--- src/rtl/rle_text_decoder_assert.svh ---
// assertion macros for the run-length text decoder
`ifndef RLE_TEXT_DECODER_ASSERT_SVH
`define RLE_TEXT_DECODER_ASSERT_SVH

`ifndef NO_ASSERTIONS
`define RTD_ASSERT_SAME(label, ante, cons) \
  label: assert property (@(posedge clk) disable iff (!rst_n) (ante) |-> (cons)) \
    else $error("rtd same-cycle check failed");
`define RTD_ASSERT_NEXT(label, ante, cons) \
  label: assert property (@(posedge clk) disable iff (!rst_n) (ante) |=> (cons)) \
    else $error("rtd next-cycle check failed");
`else
`define RTD_ASSERT_SAME(label, ante, cons)
`define RTD_ASSERT_NEXT(label, ante, cons)
`endif

`endif

--- src/rtl/rtd_pkg.sv ---
package rtd_pkg;

  localparam int BYTE_W        = 8;
  localparam int COUNT_W       = 24;
  localparam int PROD_W        = COUNT_W + 4;
  localparam int DEF_MAX_DIGITS = 7;

  localparam logic [BYTE_W-1:0]  DASH_CHAR = 8'h2D;
  localparam logic [BYTE_W-1:0]  ZERO_CHAR = 8'h30;
  localparam logic [BYTE_W-1:0]  NINE_CHAR = 8'h39;
  localparam logic [COUNT_W-1:0] COUNT_MAX = {COUNT_W{1'b1}};

  typedef struct packed {
    logic [BYTE_W-1:0]  out_byte;
    logic [COUNT_W-1:0] repeat_count;
  } res_t;

endpackage

--- src/rtl/rtd_stream_if.sv ---
interface rtd_in_if
  import rtd_pkg::*;
();
  logic              valid;
  logic              ready;
  logic [BYTE_W-1:0] data_byte;

  modport source (output valid, output data_byte, input ready);
  modport sink (input valid, input data_byte, output ready);
endinterface

interface rtd_out_if
  import rtd_pkg::*;
();
  logic               valid;
  logic               ready;
  logic [BYTE_W-1:0]  out_byte;
  logic [COUNT_W-1:0] repeat_count;

  modport source (output valid, output out_byte, output repeat_count, input ready);
  modport sink (input valid, input out_byte, input repeat_count, output ready);
endinterface

--- src/rtl/rtd_in_stage.sv ---
module rtd_in_stage
  import rtd_pkg::*;
(
  input  logic              clk,
  input  logic              rst_n,
  input  logic              in_valid,
  output logic              in_ready,
  input  logic [BYTE_W-1:0] in_byte,
  input  logic              take,
  output logic              held_valid,
  output logic [BYTE_W-1:0] held_byte
);

  logic              valid_r;
  logic              valid_nxt;
  logic [BYTE_W-1:0] byte_r;
  logic              load;

  assign in_ready = !valid_r || take;
  assign load     = in_valid && in_ready;

  always_comb begin
    valid_nxt = valid_r;
    if (load) begin
      valid_nxt = 1'b1;
    end else if (take) begin
      valid_nxt = 1'b0;
    end
  end

  always_ff @(posedge clk) begin
    if (!rst_n) begin
      valid_r <= 1'b0;
    end else begin
      valid_r <= valid_nxt;
    end
  end

  always_ff @(posedge clk) begin
    if (load) begin
      byte_r <= in_byte;
    end
  end

  assign held_valid = valid_r;
  assign held_byte  = byte_r;

endmodule

--- src/rtl/rtd_core.sv ---
`include "rle_text_decoder_assert.svh"

module rtd_core
  import rtd_pkg::*;
#(
  parameter int MAX_DIGITS = DEF_MAX_DIGITS
) (
  input  logic              clk,
  input  logic              rst_n,
  input  logic              held_valid,
  input  logic [BYTE_W-1:0] held_byte,
  input  logic              out_free,
  output logic              take,
  output logic              res_valid,
  output res_t              res
);

  localparam int DC_W = $clog2(MAX_DIGITS + 1);

  logic               literal_flag_r, literal_flag_nxt;
  logic [COUNT_W-1:0] count_accum_r, count_accum_nxt;
  logic [DC_W-1:0]    digit_count_r, digit_count_nxt;
  logic [COUNT_W-1:0] literal_left_r, literal_left_nxt;

  logic               is_digit;
  logic               is_term;
  logic [PROD_W-1:0]  prod;
  logic [COUNT_W-1:0] acc_sat;
  logic               emit;

  assign is_digit = (held_byte inside {[ZERO_CHAR:NINE_CHAR]});

  // count * 10 + digit as shift-add
  assign prod = ({4'b0, count_accum_r} << 3) + ({4'b0, count_accum_r} << 1)
              + PROD_W'(held_byte - ZERO_CHAR);
  assign acc_sat = (prod > PROD_W'(COUNT_MAX)) ? COUNT_MAX : prod[COUNT_W-1:0];

  assign is_term = (literal_left_r == '0) && (held_byte != DASH_CHAR) && !is_digit;

  always_comb begin
    emit        = 1'b0;
    res         = '0;
    res.out_byte = held_byte;
    if (literal_left_r != '0) begin
      emit             = 1'b1;
      res.repeat_count = COUNT_W'(1);
    end else if (is_term && count_accum_r != '0) begin
      emit             = 1'b1;
      res.repeat_count = literal_flag_r ? COUNT_W'(1) : count_accum_r;
    end
  end

  assign res_valid = held_valid && emit;
  assign take      = held_valid && (out_free || !emit);

  always_comb begin
    literal_flag_nxt = literal_flag_r;
    count_accum_nxt  = count_accum_r;
    digit_count_nxt  = digit_count_r;
    literal_left_nxt = literal_left_r;
    if (take) begin
      if (literal_left_r != '0) begin
        literal_left_nxt = literal_left_r - COUNT_W'(1);
      end else if (held_byte == DASH_CHAR) begin
        literal_flag_nxt = 1'b1;
      end else if (is_digit) begin
        if (digit_count_r < DC_W'(MAX_DIGITS)) begin
          count_accum_nxt = acc_sat;
          digit_count_nxt = digit_count_r + DC_W'(1);
        end
      end else begin
        literal_flag_nxt = 1'b0;
        count_accum_nxt  = '0;
        digit_count_nxt  = '0;
        if (literal_flag_r && count_accum_r != '0) begin
          literal_left_nxt = count_accum_r - COUNT_W'(1);
        end
      end
    end
  end

  always_ff @(posedge clk) begin
    if (!rst_n) begin
      literal_flag_r <= 1'b0;
      count_accum_r  <= '0;
      digit_count_r  <= '0;
      literal_left_r <= '0;
    end else begin
      literal_flag_r <= literal_flag_nxt;
      count_accum_r  <= count_accum_nxt;
      digit_count_r  <= digit_count_nxt;
      literal_left_r <= literal_left_nxt;
    end
  end

  `RTD_ASSERT_SAME(a_count_nonzero, res_valid, res.repeat_count != '0)
  `RTD_ASSERT_SAME(a_digits_bounded, 1'b1, digit_count_r <= DC_W'(MAX_DIGITS))
  `RTD_ASSERT_SAME(a_literal_pass, held_valid && literal_left_r != '0,
                   res_valid && res.repeat_count == COUNT_W'(1))
  `RTD_ASSERT_NEXT(a_term_clears, take && is_term,
                   count_accum_r == '0 && digit_count_r == '0 && !literal_flag_r)

endmodule

--- src/rtl/rtd_out_stage.sv ---
module rtd_out_stage
  import rtd_pkg::*;
(
  input  logic               clk,
  input  logic               rst_n,
  input  logic               res_valid,
  input  res_t               res,
  input  logic               take,
  output logic               out_free,
  output logic               out_valid,
  input  logic               out_ready,
  output logic [BYTE_W-1:0]  out_byte,
  output logic [COUNT_W-1:0] repeat_count
);

  logic valid_r;
  logic valid_nxt;
  res_t res_r;
  logic load;

  assign out_free = !valid_r || out_ready;
  assign load     = res_valid && take;

  always_comb begin
    valid_nxt = valid_r;
    if (load) begin
      valid_nxt = 1'b1;
    end else if (out_ready) begin
      valid_nxt = 1'b0;
    end
  end

  always_ff @(posedge clk) begin
    if (!rst_n) begin
      valid_r <= 1'b0;
    end else begin
      valid_r <= valid_nxt;
    end
  end

  always_ff @(posedge clk) begin
    if (load) begin
      res_r <= res;
    end
  end

  assign out_valid    = valid_r;
  assign out_byte     = res_r.out_byte;
  assign repeat_count = res_r.repeat_count;

endmodule

--- src/rtl/rle_text_decoder.sv ---
// run-length text decoder
// in_stream: one encoded ascii byte per transaction (valid/ready)
// out_stream: decoded byte plus repeat_count per transaction (valid/ready)
// digits build a decimal count (first MAX_DIGITS digits kept, saturating
// at 24 bits); '-' marks a literal run; the next other byte ends the count.
// run mode emits that byte once with repeat_count = count; literal mode
// passes it and the next count-1 bytes through with repeat_count 1.
// a count of zero emits nothing.
// throughput: one byte per cycle unless the receiver stalls, set by the
// single decode step between the input register and the result register.
// a byte is held in the input register, decoded combinationally, and its
// result is loaded into the result register that drives out_stream.
// reset (rst_n low, synchronous) empties both registers and clears the
// count, digit count, literal flag and pending literal run.
// when the receiver stalls, the held result waits in the result register;
// bytes that give no result keep flowing, and a byte that gives one waits
// in the input register, after which in_stream.ready drops.
module rle_text_decoder
  import rtd_pkg::*;
#(
  parameter int MAX_DIGITS = DEF_MAX_DIGITS
) (
  input  logic  clk,
  input  logic  rst_n,
  rtd_in_if.sink    in_stream,
  rtd_out_if.source out_stream
);

  logic              held_valid;
  logic [BYTE_W-1:0] held_byte;
  logic              take;
  logic              out_free;
  logic              res_valid;
  res_t              res;

  rtd_in_stage u_in (
    .clk        (clk),
    .rst_n      (rst_n),
    .in_valid   (in_stream.valid),
    .in_ready   (in_stream.ready),
    .in_byte    (in_stream.data_byte),
    .take       (take),
    .held_valid (held_valid),
    .held_byte  (held_byte)
  );

  rtd_core #(
    .MAX_DIGITS (MAX_DIGITS)
  ) u_core (
    .clk        (clk),
    .rst_n      (rst_n),
    .held_valid (held_valid),
    .held_byte  (held_byte),
    .out_free   (out_free),
    .take       (take),
    .res_valid  (res_valid),
    .res        (res)
  );

  rtd_out_stage u_out (
    .clk          (clk),
    .rst_n        (rst_n),
    .res_valid    (res_valid),
    .res          (res),
    .take         (take),
    .out_free     (out_free),
    .out_valid    (out_stream.valid),
    .out_ready    (out_stream.ready),
    .out_byte     (out_stream.out_byte),
    .repeat_count (out_stream.repeat_count)
  );

endmodule
--- src/flat_wrapper.sv ---
// flat-port wrapper written by rule: the top's interface ports become plain ports
module rle_text_decoder_flat import rtd_pkg::*;
#(
  parameter int MAX_DIGITS = DEF_MAX_DIGITS
)
  (clk, rst_n, in_stream_valid, in_stream_data_byte, in_stream_ready, out_stream_valid, out_stream_out_byte, out_stream_repeat_count, out_stream_ready);
  rtd_in_if in_stream_i ();
  rtd_out_if out_stream_i ();
  input  logic clk;
  input  logic rst_n;
  input wire logic [$bits(in_stream_i.valid)-1:0] in_stream_valid;
  input wire logic [$bits(in_stream_i.data_byte)-1:0] in_stream_data_byte;
  output wire logic [$bits(in_stream_i.ready)-1:0] in_stream_ready;
  output wire logic [$bits(out_stream_i.valid)-1:0] out_stream_valid;
  output wire logic [$bits(out_stream_i.out_byte)-1:0] out_stream_out_byte;
  output wire logic [$bits(out_stream_i.repeat_count)-1:0] out_stream_repeat_count;
  input wire logic [$bits(out_stream_i.ready)-1:0] out_stream_ready;
  assign in_stream_i.valid = in_stream_valid;
  assign in_stream_i.data_byte = in_stream_data_byte;
  assign in_stream_ready = in_stream_i.ready;
  assign out_stream_valid = out_stream_i.valid;
  assign out_stream_out_byte = out_stream_i.out_byte;
  assign out_stream_repeat_count = out_stream_i.repeat_count;
  assign out_stream_i.ready = out_stream_ready;
  rle_text_decoder #(.MAX_DIGITS(MAX_DIGITS)) u_core (.clk(clk), .rst_n(rst_n), .in_stream(in_stream_i), .out_stream(out_stream_i));
endmodule
--- config.mk ---
export PLATFORM = sky130hd
export DESIGN_NAME = rle_text_decoder_flat
export DESIGN_NICKNAME = d
export VERILOG_FILES = /design/src/rtl/rtd_pkg.sv /design/src/rtl/rtd_stream_if.sv /design/src/rtl/rtd_in_stage.sv /design/src/rtl/rtd_core.sv /design/src/rtl/rtd_out_stage.sv /design/src/rtl/rle_text_decoder.sv /design/src/flat_wrapper.sv
export VERILOG_INCLUDE_DIRS = /design/src /design/src/rtl
export SDC_FILE = /design/constraint.sdc
export NUM_CORES = 1
export LEC_CHECK = 0
export BUFFER_PORTS_ARGS = -buffer_cell sky130_fd_sc_hd__buf_2
export CAP_MARGIN = 20
export CORE_ASPECT_RATIO = 1.75
export CORE_UTILIZATION = 61
export CTS_CLUSTER_SIZE = 14
export DETAILED_ROUTE_END_ITERATION = 6
export PLACE_DENSITY_LB_ADDON = 0.3
export SETUP_SLACK_MARGIN = 0.4
export SYNTH_ARGS = -nofsm -noshare
export SYNTH_HDL_FRONTEND = slang
export SYNTH_SLANG_ARGS = --single-unit
--- constraint.sdc ---
create_clock -name clk -period 7.1 [get_ports clk]
set_input_delay 1.42 -clock clk [delete_from_list [all_inputs] [get_ports clk]]
set_output_delay 1.42 -clock clk [all_outputs]
set_load 0.02 [all_outputs]
Yosys cells after proc, flatten, opt, wreduce, memory -nomap -nowiden
Cells that the tools add are included.

Add/subtract/negate cells: 6. Order comparisons: 4. Equality and inequality tests: 6. Muxes and demuxes: 19. Bitwise operators: 3. Reduce and logical (&&, ||, !) cells: 26.

Operator list (count): $mux 24 (7); $reduce_bool 24->1 (2); $sub 24x1->24 const B (2); $add 27x25->28 (1); $add 28x28->28 (1); $gt 28x24->1 const B (1); $logic_not 24->1 (1); $mux 1 (10); $logic_and 1x1->1 (9); $sub 8x6->9 const B (1); $eq 8x6->1 const B (1); $ge 8x6->1 const B (1); $le 8x6->1 const B (1); $ne 8x6->1 const B (1); $reduce_and 4->1 (2); $mux 3 (2); $ne 2x1->1 const B (3); $reduce_bool 2->1 (3); $logic_not 1->1 (4); $add 3x1->3 const B (1); $logic_or 1x1->1 (3); $lt 3x3->1 const B (1); $not 1->1 (3); $reduce_and 3->1 (1); 2 further kinds (2).

Bits in registers: 94. Bits of input ports: 12. Output and inout bits: 34. Logic and storage cells: 74.

Longest topological paths before layout
Depth in word-level cells: 13. Depth in mapped cells: 16. Gate-level depth less buffers: 13.

Cells and area by module
Synthesis repeated with hierarchy kept, for this count alone.

Cells, all modules: 717. Area, all modules: 6600.1 um2.

Modules (own cells, without submodules): rtd_core (instances 1, cells an instance 667, area each 5288.8 um2, seq. area each 1041.0 um2); rtd_out_stage (instances 1, cells an instance 37, area each 1013.5 um2, seq. area each 980.9 um2); rtd_in_stage (instances 1, cells an instance 13, area each 297.8 um2, seq. area each 260.2 um2).

Worst setup path after synthesis
OpenSTA, ideal clock, no wires.

Path kind: register to register. From: register u_core.u_in.byte_r[4], in the netlist u_core.u_in.held_byte[4]. To: register u_core.u_core.count_accum_r[0]. Library setup time: 0.129 ns. Arrival: 5.406 ns. Required time: 6.971 ns. Setup slack: 1.565 ns. Stages on the path, launching flop included: 15. Buffers on the path: 2. Period minus slack after synthesis: 5.535 ns. Path through: edfxtp_1 ha_1 nor3_1 fa_1 ha_1 clkbuf_1 nand2_1 o21ai_0 nor3_1 and4_1 o311ai_0 o311ai_0 o41ai_2 clkbuf_1 nand2_1.

Longest elaborated chain between the ends: 11. Elaborated cells on any way between the ends: 23. Classes of those cells: add/sub (2); order compare (3); eq/ne (3); mux (5); bitwise (1); reduce/logical (9).

Ends and longest elaborated chain: start, declared (line rtd_in_stage.sv:16) `logic [BYTE_W-1:0] byte_r;`; start signal, assigned (line rtd_in_stage.sv:41) `byte_r <= in_byte;`; branches (longest 11 deep; another with $add 28x28->28); end signal, assigned (line rtd_core.sv:90) `count_accum_r <= count_accum_nxt;`; end, declared (line rtd_core.sv:21) `logic [COUNT_W-1:0] count_accum_r, count_accum_nxt;`.

Several ways; the timed one is not identified. The select of a mux whose other input is x is not followed. A chain may end at the register's enable or synchronous reset.

Worst setup path after layout
From: register u_core.u_in.byte_r[4], in the netlist u_core.u_in.held_byte[4]. To: register u_core.u_core.count_accum_r[3].

The elaborated chain is that of the path after synthesis.

==> metrics.txt <==
status completed; Longest Clk Path Bufs 2; register bit total from synthesis 94; DP Area 6800 µm²; clk_lat worst skew 0.35 ns; Net Sw Power 1.49 mW; Filler cells roughly 850; Max-slew headroom 0.273; largest net degree at the start of global routing between 40 and 50; Total Routed Length 18.7 mm; crit-path max FO 24; Via Count about 6,100; CTS clk-pin slew, worst paths 0.07 ns; IO Count 46; core area between 10,000 and 15,000 µm²; hold crit path type flip-flop to flip-flop; wire length per cell 21.1 µm; setup TNS 0 ns; ys flop type dfxtp_1; unrepaired setup endpoints after global routing no; Mapped Area 6500 µm²; antenna-violating nets left 0; number of port buffers 45; P_int 1.56 mW; Min Hold Slack 0.468 ns; EDFF count, synth 40; Worst R2R Path Depth 14; first-pass GRT wire length 30.1 mm; grt total ovfl 0; Cell variety after synth 70; synthesized netlist cell count 719; Resize count post-CTS 0; worst endpoint required time 7.31 ns; clock sinks 94; sequential area share after synthesis 0.351; row count 49; Critical Path Sink Type flip-flop; Hold Crit Start u_core.u_core.literal_left_r[12]$_SDFFE_PN0P_; Post-Syn Nets 787; Synth warnings 0; Post-synth ARST share 0; Die Area approximately 11,000 µm²; post-CTS setup repair buffer count 0; CP Class flip-flop to flip-flop; Critical Path Start Type flip-flop; reg-to-reg slack, setup around 2.5 ns; Hold Violations, Final 0; CTS Buf Count 9; initial core utilization 0.631; Routability Congestion 0.990; Pwr Total 3.04 mW; most common cell after layout, fill and taps aside nand2_1; leakage power between 2 and 3 nW; dpl ws approximately 2.7 ns; drt drc 0; Clock power frac 0.150; vias in the first global route 5,971; Die H 139 µm; Setup violations, final 0; synthesis-to-finish area growth 8.77%; CTS Hold Bufs 0; CTS tree yes; worst-case vdd ir drop slightly below 700 µV; min Tclk post-route approximately 4.6 ns; Critical R2R Launch u_core.u_in.held_byte[4]$_DFFE_PP_; initial antenna violation count 1; Inserted Diodes 0; Vias/cell 6.86; combinational share of power 0.576; die width 80.1 µm; Power Density 430 nW/µm²; Clock Skew ~0.0069 ns; worst setup path startpoint u_core.u_in.held_byte[4]$_DFFE_PP_; crit share post-route 0.647; most frequent cells in the layout 69 x nand2_1, 59 x a21oi_1, 58 x nor2_1; Flop pwr share 0.274; Worst-Margin Slew 1.09 ns; drt first-iter violations 624; MaxCap Viol Count 0; Finished Cell Area between 7000 and 8000 µm²; Hold Path Depth 2; Final HPWL DP around 14 mm; fmax 218 MHz; Worst Path Arrival 4.80 ns; root buf cell clkbuf_16; worst setup margin roughly 2.5 ns; Avg Cell Area, Syn between 9 and 10 µm²; H-tree lvl count 3; Slew Viols, Final 0; share of layout cells above drive strength 1 0.121; Pre-antenna DRT Iters 7; final net count 822; Overall Global Routing Usage 0.356; sw frac 0.488
==> worst max-delay path, cell delays in order, from the launching register on <==
cell and delay [ns]:
edfxtp_1 0.46, ha_1 0.30, nor3_2 0.12, buf_4 0.32, fa_1 0.48, ha_1 0.46, nand2_1 0.18, nor3_1 0.20
o21ai_0 0.25, and4_1 0.33, o311ai_0 0.32, o311ai_0 0.22, o41ai_2 0.33, buf_4 0.30, o21ai_0 0.15
==> cells in the mapped netlist, types with 6 or more instances <==
cell	number	area, µm²
clkbuf_8	6	82.6
o211ai_1	7	52.6
nor3_1	36	180
a21o_1	6	45.0
or4_1	6	45.0
nand2b_1	6	37.5
nand3_1	19	95.1
o31ai_1	6	45.0
nand2_1	69	259
inv_1	20	75.1
xnor2_1	15	131
or3_1	6	37.5
nand4_1	7	43.8
a21oi_1	60	300
nor4_1	13	81.3
o21ai_0	52	260
clkbuf_1	19	71.3
a22oi_1	8	60.1
dfxtp_1	54	1080
and3_1	7	43.8
ha_1	33	413
fa_1	23	460
a31oi_1	9	56.3
nor2_1	59	221
edfxtp_1	40	1200
and2_1	29	181
a211oi_1	12	90.1
xor2_1	9	78.8
==> power groups by stage <==
| stage | Clock [mW] | Sequential [mW] | Combinational (mW) |
|---|---|---|---|
| after detailed placement | 0 | 0.839 | 1.70 |
| final | 0.455 | 0.834 | 1.75 |
| after global placement | 0 | 0.832 | 1.65 |
| after global routing | 0.476 | 0.849 | 1.91 |
| after CTS | 0.455 | 0.830 | 1.72 |
| after floorplan | 0 | 0.891 | 1.35 |
==> layout make-up <==
type	instances	area, µm²	share of cell area
clock buffers	12	248	0.0350
clock inverters	4	31.3	0.00442
inverters	20	75.1	0.0106
multi-input cells	575	3990	0.563
flip-flops and latches	94	2280	0.323
well taps	127	159	0.0225
repair buffers	54	293	0.0414
==> per-stage QoR <==
| step | cells | util |
|---|---|---|
| final | 886 | 0.687 |
| after global routing | 886 | 0.687 |
| after CTS | 886 | 0.687 |
| after detailed placement | 870 | 0.660 |
| after global placement | 870 | 0.660 |
| after floorplan | 719 | - |
==> metal layers <==
layer,global-route usage,share of wire,vias up
met5,0,0,-
met4,0.230,0.062,0
met3,0.0638,0.067,96
met2,0.607,0.52,320
met1,0.395,0.36,2898
li1,-,-,2766
==> kinds of logic (layout without fill, tap and decap cells) <==
family	after synthesis	in the layout	synth area share
mux	7	7	0.0114
simple gates	281	281	0.221
compound gates	207	207	0.210
fa+ha+maj	56	56	0.134
flops	94	94	0.351
buf+inv	50	90	0.0410
xor+xnor	24	24	0.0323
==> worst paths after layout <==
check / end
max: u_core.u_core.count_accum_r[3]$_SDFFE_PN0P_
min: u_core.u_core.literal_left_r[12]$_SDFFE_PN0P_
max reg2reg: u_core.u_core.count_accum_r[3]$_SDFFE_PN0P_
min reg2reg: u_core.u_core.literal_left_r[12]$_SDFFE_PN0P_
==> sequential cells by signal, summed over array words and instances, names as in the netlist <==
| signal | count |
|---|---|
| u_core.u_core.count_accum_r | 24 |
| u_core.u_core.digit_count_r | 3 |
| u_core.u_core.literal_flag_r | 1 |
| u_core.u_core.literal_left_r | 24 |
| u_core.u_in.held_byte | 8 |
| u_core.u_in.held_valid | 1 |
| u_core.u_out.out_byte | 8 |
| u_core.u_out.out_valid | 1 |
| u_core.u_out.repeat_count | 24 |
Note: power is estimated with default switching activity, not from simulation.
